File: src/hw/rtl/sbc_pkg.sv
package sbc_pkg;

    localparam int AMP_BITS_DEF = 24;
    localparam int FRQ_BITS     = 24;
    localparam int GAIN_BITS    = 17;
    localparam int GAIN_FRAC    = 16;
    localparam int CFG_IDX_BITS = 2;

    localparam logic [GAIN_BITS-1:0] GAIN_ONE = GAIN_BITS'(1) << GAIN_FRAC;

    // Operation codes of op_select.
    localparam logic [1:0] OP_SUM   = 2'd0;
    localparam logic [1:0] OP_DIFF  = 2'd1;
    localparam logic [1:0] OP_CROSS = 2'd2;
    localparam logic [1:0] OP_MAX   = 2'd3;

    // Configuration register indexes.
    localparam logic [CFG_IDX_BITS-1:0] REG_OP_SELECT = 2'd0;
    localparam logic [CFG_IDX_BITS-1:0] REG_USE_GAIN  = 2'd1;
    localparam logic [CFG_IDX_BITS-1:0] REG_ALLOW_NEG = 2'd2;
    localparam logic [CFG_IDX_BITS-1:0] REG_GAIN      = 2'd3;

endpackage

File: src/hw/rtl/spectral_bin_combiner_core.sv
// Three stages lie between an input transfer and its result on the master side:
// operand prep, the amplitude-by-gain multiply, and rounding with combine and
// saturation. One channel is accepted per cycle while the output is not stalled.
// Back-pressure stalls stages only as far as needed; nothing is lost or repeated.
// Reset (synchronous, active low) empties the pipeline and restores the
// registers: op_select sum, use_gain 0, allow_negative 0, gain 1.0.
module spectral_bin_combiner_core
    import sbc_pkg::*;
#(
    parameter int AMP_BITS = AMP_BITS_DEF
) (
    input  logic                            i_clk,
    input  logic                            i_rst_n,

    input  logic                            i_cfg_wr_en,
    input  logic [CFG_IDX_BITS-1:0]         i_cfg_addr,
    input  logic [GAIN_BITS-1:0]            i_cfg_wdata,

    input  logic                            s_axis_tvalid,
    output logic                            s_axis_tready,
    // Fields from bit 0 up: amp_a, frq_a, amp_b, frq_b, zero fill.
    input  logic [((2*AMP_BITS+2*FRQ_BITS+7)/8)*8-1:0] s_axis_tdata,
    input  logic                            s_axis_tlast,

    output logic                            m_axis_tvalid,
    input  logic                            m_axis_tready,
    // Fields from bit 0 up: amp_out, frq_out, zero fill.
    output logic [((AMP_BITS+FRQ_BITS+7)/8)*8-1:0] m_axis_tdata,
    output logic                            m_axis_tlast
);

    localparam int OUT_W = ((AMP_BITS + FRQ_BITS + 7) / 8) * 8;
    localparam int XW    = AMP_BITS + 1;
    localparam int PW    = XW + GAIN_BITS + 1;
    localparam int TW    = PW - GAIN_FRAC;
    localparam int RW    = AMP_BITS + 5;

    localparam logic [PW-1:0] RND = PW'(1) << (GAIN_FRAC - 1);
    localparam logic signed [RW-1:0] SAT_HI =
        $signed({{(RW-AMP_BITS+1){1'b0}}, {(AMP_BITS-1){1'b1}}});
    localparam logic signed [RW-1:0] SAT_LO = ~SAT_HI;

    // Configuration registers.
    logic [1:0]           r_op;
    logic                 r_use_gain;
    logic                 r_allow_neg;
    logic [GAIN_BITS-1:0] r_gain;

    always_ff @(posedge i_clk) begin
        if (!i_rst_n) begin
            r_op        <= OP_SUM;
            r_use_gain  <= 1'b0;
            r_allow_neg <= 1'b0;
            r_gain      <= GAIN_ONE;
        end else if (i_cfg_wr_en) begin
            unique case (i_cfg_addr)
                REG_OP_SELECT: r_op        <= i_cfg_wdata[1:0];
                REG_USE_GAIN:  r_use_gain  <= i_cfg_wdata[0];
                REG_ALLOW_NEG: r_allow_neg <= i_cfg_wdata[0];
                REG_GAIN:      r_gain      <= i_cfg_wdata;
                default: ;
            endcase
        end
    end

    // Stage advance: a stage loads when it is empty or its contents move on.
    logic r_v1, r_v2, r_v3;
    logic w_en1, w_en2, w_en3;

    assign w_en3         = !r_v3 || m_axis_tready;
    assign w_en2         = !r_v2 || w_en3;
    assign w_en1         = !r_v1 || w_en2;
    assign s_axis_tready = w_en1;

    always_ff @(posedge i_clk) begin
        if (!i_rst_n) begin
            r_v1 <= 1'b0;
            r_v2 <= 1'b0;
            r_v3 <= 1'b0;
        end else begin
            if (w_en1) r_v1 <= s_axis_tvalid;
            if (w_en2) r_v2 <= r_v1;
            if (w_en3) r_v3 <= r_v2;
        end
    end

    // Stage 1: unpack, form the multiplier operand, decide the maximum.
    logic signed [AMP_BITS-1:0] w_a, w_b;
    logic [FRQ_BITS-1:0]        w_fa, w_fb;
    logic signed [XW-1:0]       w_x;
    logic                       w_max_b;

    assign w_a  = $signed(s_axis_tdata[AMP_BITS-1:0]);
    assign w_fa = s_axis_tdata[AMP_BITS+FRQ_BITS-1:AMP_BITS];
    assign w_b  = $signed(s_axis_tdata[2*AMP_BITS+FRQ_BITS-1:AMP_BITS+FRQ_BITS]);
    assign w_fb = s_axis_tdata[2*AMP_BITS+2*FRQ_BITS-1:2*AMP_BITS+FRQ_BITS];
    assign w_max_b = w_b > w_a;

    always_comb begin
        if (r_op == OP_CROSS) begin
            w_x = XW'(w_b) - XW'(w_a);
        end else begin
            w_x = XW'(w_b);
        end
    end

    logic signed [AMP_BITS-1:0] r1_a, r1_b;
    logic signed [XW-1:0]       r1_x;
    logic [FRQ_BITS-1:0]        r1_f;
    logic                       r1_max_b, r1_last;

    always_ff @(posedge i_clk) begin
        if (w_en1) begin
            r1_a     <= w_a;
            r1_b     <= w_b;
            r1_x     <= w_x;
            r1_f     <= (r_op == OP_MAX && w_max_b) ? w_fb : w_fa;
            r1_max_b <= w_max_b;
            r1_last  <= s_axis_tlast;
        end
    end

    // Stage 2: scale by the unsigned Q1.16 gain.
    logic signed [PW-1:0] w_prod;
    assign w_prod = r1_x * $signed({1'b0, r_gain});

    logic signed [AMP_BITS-1:0] r2_a, r2_b;
    logic signed [PW-1:0]       r2_p;
    logic [FRQ_BITS-1:0]        r2_f;
    logic                       r2_max_b, r2_last;

    always_ff @(posedge i_clk) begin
        if (w_en2) begin
            r2_a     <= r1_a;
            r2_b     <= r1_b;
            r2_p     <= w_prod;
            r2_f     <= r1_f;
            r2_max_b <= r1_max_b;
            r2_last  <= r1_last;
        end
    end

    // Stage 3: round to nearest (ties up), combine, clip and saturate.
    logic [PW-1:0]          w_pr;
    logic signed [TW-1:0]   w_scaled;
    logic signed [RW-1:0]   w_ax, w_bx, w_term, w_r, w_sat;

    assign w_pr     = r2_p + RND;
    assign w_scaled = $signed(w_pr[PW-1:GAIN_FRAC]);
    assign w_ax     = RW'(r2_a);
    assign w_bx     = RW'(r2_b);
    assign w_term   = r_use_gain ? RW'(w_scaled) : w_bx;

    always_comb begin
        unique case (r_op)
            OP_SUM: begin
                w_r = w_ax + w_term;
            end
            OP_DIFF: begin
                w_r = w_ax - w_term;
                if (!r_allow_neg && w_r < 0) begin
                    w_r = '0;
                end
            end
            OP_CROSS: begin
                w_r = r_use_gain ? (w_ax + RW'(w_scaled)) : w_bx;
            end
            OP_MAX: begin
                w_r = r2_max_b ? w_bx : w_ax;
            end
            default: begin
                w_r = w_ax;
            end
        endcase

        if (w_r > SAT_HI) begin
            w_sat = SAT_HI;
        end else if (w_r < SAT_LO) begin
            w_sat = SAT_LO;
        end else begin
            w_sat = w_r;
        end
    end

    logic [AMP_BITS-1:0] r3_amp;
    logic [FRQ_BITS-1:0] r3_f;
    logic                r3_last;

    always_ff @(posedge i_clk) begin
        if (w_en3) begin
            r3_amp  <= w_sat[AMP_BITS-1:0];
            r3_f    <= r2_f;
            r3_last <= r2_last;
        end
    end

    assign m_axis_tvalid = r_v3;
    assign m_axis_tdata  = OUT_W'({r3_f, r3_amp});
    assign m_axis_tlast  = r3_last;

endmodule

File: config.mk
export PLATFORM = sky130hd
export DESIGN_NAME = spectral_bin_combiner_core
export DESIGN_NICKNAME = d
export VERILOG_FILES = /design/src/hw/rtl/sbc_pkg.sv /design/src/hw/rtl/spectral_bin_combiner_core.sv
export SDC_FILE = /design/constraint.sdc
export NUM_CORES = 2
export LEC_CHECK = 0
export ABC_AREA = 1
export BUFFER_PORTS_ARGS = -buffer_cell sky130_fd_sc_hd__buf_2
export CORE_ASPECT_RATIO = 1.4
export CORE_MARGIN = 3
export CORE_UTILIZATION = 45
export CTS_CLUSTER_SIZE = 20
export DETAILED_ROUTE_END_ITERATION = 6
export PLACE_DENSITY = 0.68
export REMOVE_ABC_BUFFERS = 1
export SYNTH_ARGS = -nofsm -noshare
export SYNTH_HDL_FRONTEND = slang
export SYNTH_SLANG_ARGS = --single-unit
File: constraint.sdc
create_clock -name i_clk -period 9.3 [get_ports i_clk]
set_input_delay 1.395 -clock i_clk [delete_from_list [all_inputs] [get_ports i_clk]]
set_output_delay 1.395 -clock i_clk [all_outputs]
set_load 0.01 [all_outputs]
==> flow_summary.toml <==
[power]
ir_worst_vdd_uv = 189
p_sw_frac = 0.470
totalPowerFinal_mw = 7.41
power.leakage_nw = 18.9
p_int_mw = 3.93
power_frac_seq = 0.246
power_switching_mw = 3.48
p_comb_frac = 0.580
p_per_area_nw_per_um2 = 206
clkPwrFrac = 0.174

[yosys]
yosysWarnings = 0
synth_seq_cells = 274
synth-main-ff-cell = "edfxtp_1"
synth-edff-count = 250
synthDominantCellAreaShare = 0.251
async_flop_share = 0
synthCells = 4231
synthTopCellsByArea = "fa_1 (25%), edfxtp_1 (23%), nand2_1 (12%), inv_1 (11%), ha_1 (7.9%)"
synth-seq-area-share = 0.240
synth_cell_types = 56
synth_area_um2 = 33300
yosysTopAreaCell = "fa_1"
avgSynthCellArea_um2 = 7.88
synth_most_common_cell = "nand2_1"
synthTopCellsByCount = "nand2_1 (1081), inv_1 (960), fa_1 (418)"

[setup_path]
rr_worst_depth = 20
cp_common_cell = "fa_1"
ff2ff_setup_slack_ns = 2.20
worstPathCellList = "nand2_1 -> inv_1 -> fa_1 -> fa_1 -> fa_1 -> fa_1 -> inv_1 -> fa_1 -> inv_1 -> fa_1 -> ha_1 -> nand2_1 -> nor2_1 -> inv_1 -> nor2_1 -> inv_1 -> nor3_1 -> o21ai_0 -> o2111ai_1 -> xor2_1"
crit_type = "reg2reg"
cp_slowest_cell = "dfxtp_1"
cp-start-kind = "flip-flop"
endpoint = "r2_p[39]"
regToRegStartpoint = "r_gain[3]"
cp_slowest_stage_delay_ns = 1.11
crit_buf_inv = 5
worstPathMaxFanout = 26
worstPathRequired_ns = 9.62
cp.depth = 20
path_delay_family = "adder cells"
r2r-end = "r2_p[39]"
critPathLaunch = "r_gain[3]"
cp-end-kind = "flip-flop"
crit_arrival_ns = 7.42

[timing]
hold_viol = 0
fin_skew_ns = 0.0122
tightest_slew_ns = 1.23
setup_viol = 0
min_period_ns = 7.10
relSlewSlack = 0.180
slew_violations = 0
max_freq_mhz = 141
whs_ns = 0.413
setup-tns-final_ns = 0
rsz0062_at_grt = "no"
post-route-period-util = 0.763

[drt]
drt_iter0_drc = 1722
post_drt_wl_per_cell_um = 18.7
vias = 27400
via_per_inst = 5.19
drc = 0
finalWirelength_um = 98700
antenna_left = 0
drtPass1Iterations = 5

[flow_run]
drv_cap = 0

[cts]
cts_resized = 0
path_clk_slew_ns = 0.06
clockRootBuffer = "clkbuf_16"
cts_sinks = 274
postCtsHoldBufs = 0
cts_htree_levels = 1
clockBufferDepth = 3
clkLatencyLatePin_ns = 0.59
post-cts-setup-buffers = 0
cts_buffers = 31
cts_tree = "done"

[finish]
final_area_um2 = 36000
n_fill_cell = 7133
drive_gt1_frac = 0.0705
finalNonFillerCells = 5284
area_growth_pct = 7.99
layout.nets = 5050

[place]
gp_congestion = 0.945
dp_cells = 5220
dp_hpwl_um = 80400
placed_cell_area_um2 = 34900
io_buffers = 171

[grt]
grt_start_max_net_pins = 66
grt.overflow.total = 0
grt_util_all_layers = 0.255
grt_pass1_vias = 28800
grt_pass1_wl_um = 155000
antenna_found_initial = 5

[floorplan]
die_w_um = 236
die-area_um2 = 77400
die-height_um = 328
row_count = 117
coreArea_um2 = 73000
io_pins = 172
start_util = 0.456

[run_status]
status = "finished, final reports clean"

[worst_hold_path]
hold_path_class = "reg2reg"
==> metrics by stage <==
step / utilization / setup WS (ns)
finish: 0.493 / 2.20
global placement: 0.478 / 2.41
global route: 0.493 / 1.94
CTS: 0.493 / 2.35
floorplan: - / 2.98
detailed placement: 0.478 / 2.34
==> layout by cell type, fill, tap and decap left out, types with 31 or more instances in the layout <==
cell type,n
nor3_1,32
edfxtp_1,250
buf_2,171
nand3_1,163
clkbuf_16,31
a21oi_1,210
ha_1,210
fa_1,418
nand2_1,1079
xor2_1,55
nor2_1,278
nand4_1,34
o21ai_0,161
inv_1,959
==> worst min-delay path by stage <==
stage | slack, ns | cells past startpoint | from | to
after global routing | 0.42 | 0 | r1_f[14] | r2_f[14]
after global placement | 0.40 | 0 | r1_a[5] | r2_a[5]
after CTS | 0.41 | 0 | r1_f[14] | r2_f[14]
after detailed placement | 0.40 | 0 | r1_a[19] | r2_a[19]
after floorplan | 0.40 | 0 | r2_last | m_axis_tlast
final | 0.41 | 0 | r1_f[23] | r2_f[23]
==> power by group through the flow <==
stage          Combinational [mW]  Sequential (mW)  Clock [mW]
6_report                     4.30             1.82        1.29
5_1_grt                      4.86             1.84        1.36
4_1_cts                      4.30             1.82        1.31
3_5_place_dp                 4.28             1.84           0
3_3_place_gp                 4.23             1.84           0
2_1_floorplan                3.04             1.81           0
==> worst register-to-register path: stages, from the launching register on <==
cell and delay [ns]:
dfxtp_1 1.11, nand2_1 0.29, inv_1 0.21, fa_1 0.53, fa_1 0.89, fa_1 0.55
fa_1 0.55, inv_1 0.05, fa_1 0.47, inv_1 0.06, fa_1 0.44, ha_1 0.39
nand2_1 0.15, nor2_1 0.14, inv_1 0.08, nor2_1 0.09, inv_1 0.06, nor3_1 0.27
o21ai_0 0.24, o2111ai_1 0.19, xor2_1 0.10
==> per-layer routing <==
layer / routed length (µm) / global-route usage
met4: 4830 / 0.112
met3: 4820 / 0.0292
met1: 37200 / 0.289
met2: 51800 / 0.480
met5: 0 / 0
==> state kept, by name, summed over array words and instances, names as in the netlist, 24 cells and up <==
signal / cells
r3_amp: 24
r1_a: 24
r1_f: 24
r1_b: 24
r2_p: 28
r3_f: 24
r2_a: 24
r2_f: 24
r2_b: 24
r1_x: 25
==> cell type report <==
class | instances | area [µm²] | area share
Multi-Input combinational cell | 2824 | 21000 | 0.584
Clock buffer | 42 | 837 | 0.0233
Antenna cell | 7 | 17.5 | 0.000487
Timing Repair Buffer | 198 | 1060 | 0.0294
Clock inverter | 15 | 225 | 0.00626
Tap cell | 952 | 1190 | 0.0331
Sequential cell | 274 | 7990 | 0.222
Inverter | 972 | 3650 | 0.101
==> cells by family (layout without fill, tap and decap cells) <==
kind of cell,Yosys count,after routing,synth area share
AOI/OAI and AO/OA,472,472,0.0785
xor gates and xnor gates,78,78,0.0205
adders and majority gates,628,628,0.330
buffers and inverters,1133,1227,0.130
DFF,274,274,0.240
other,0,7,0
and+or+nand+nor,1646,1646,0.201
(Power assumes the default switching activity.)
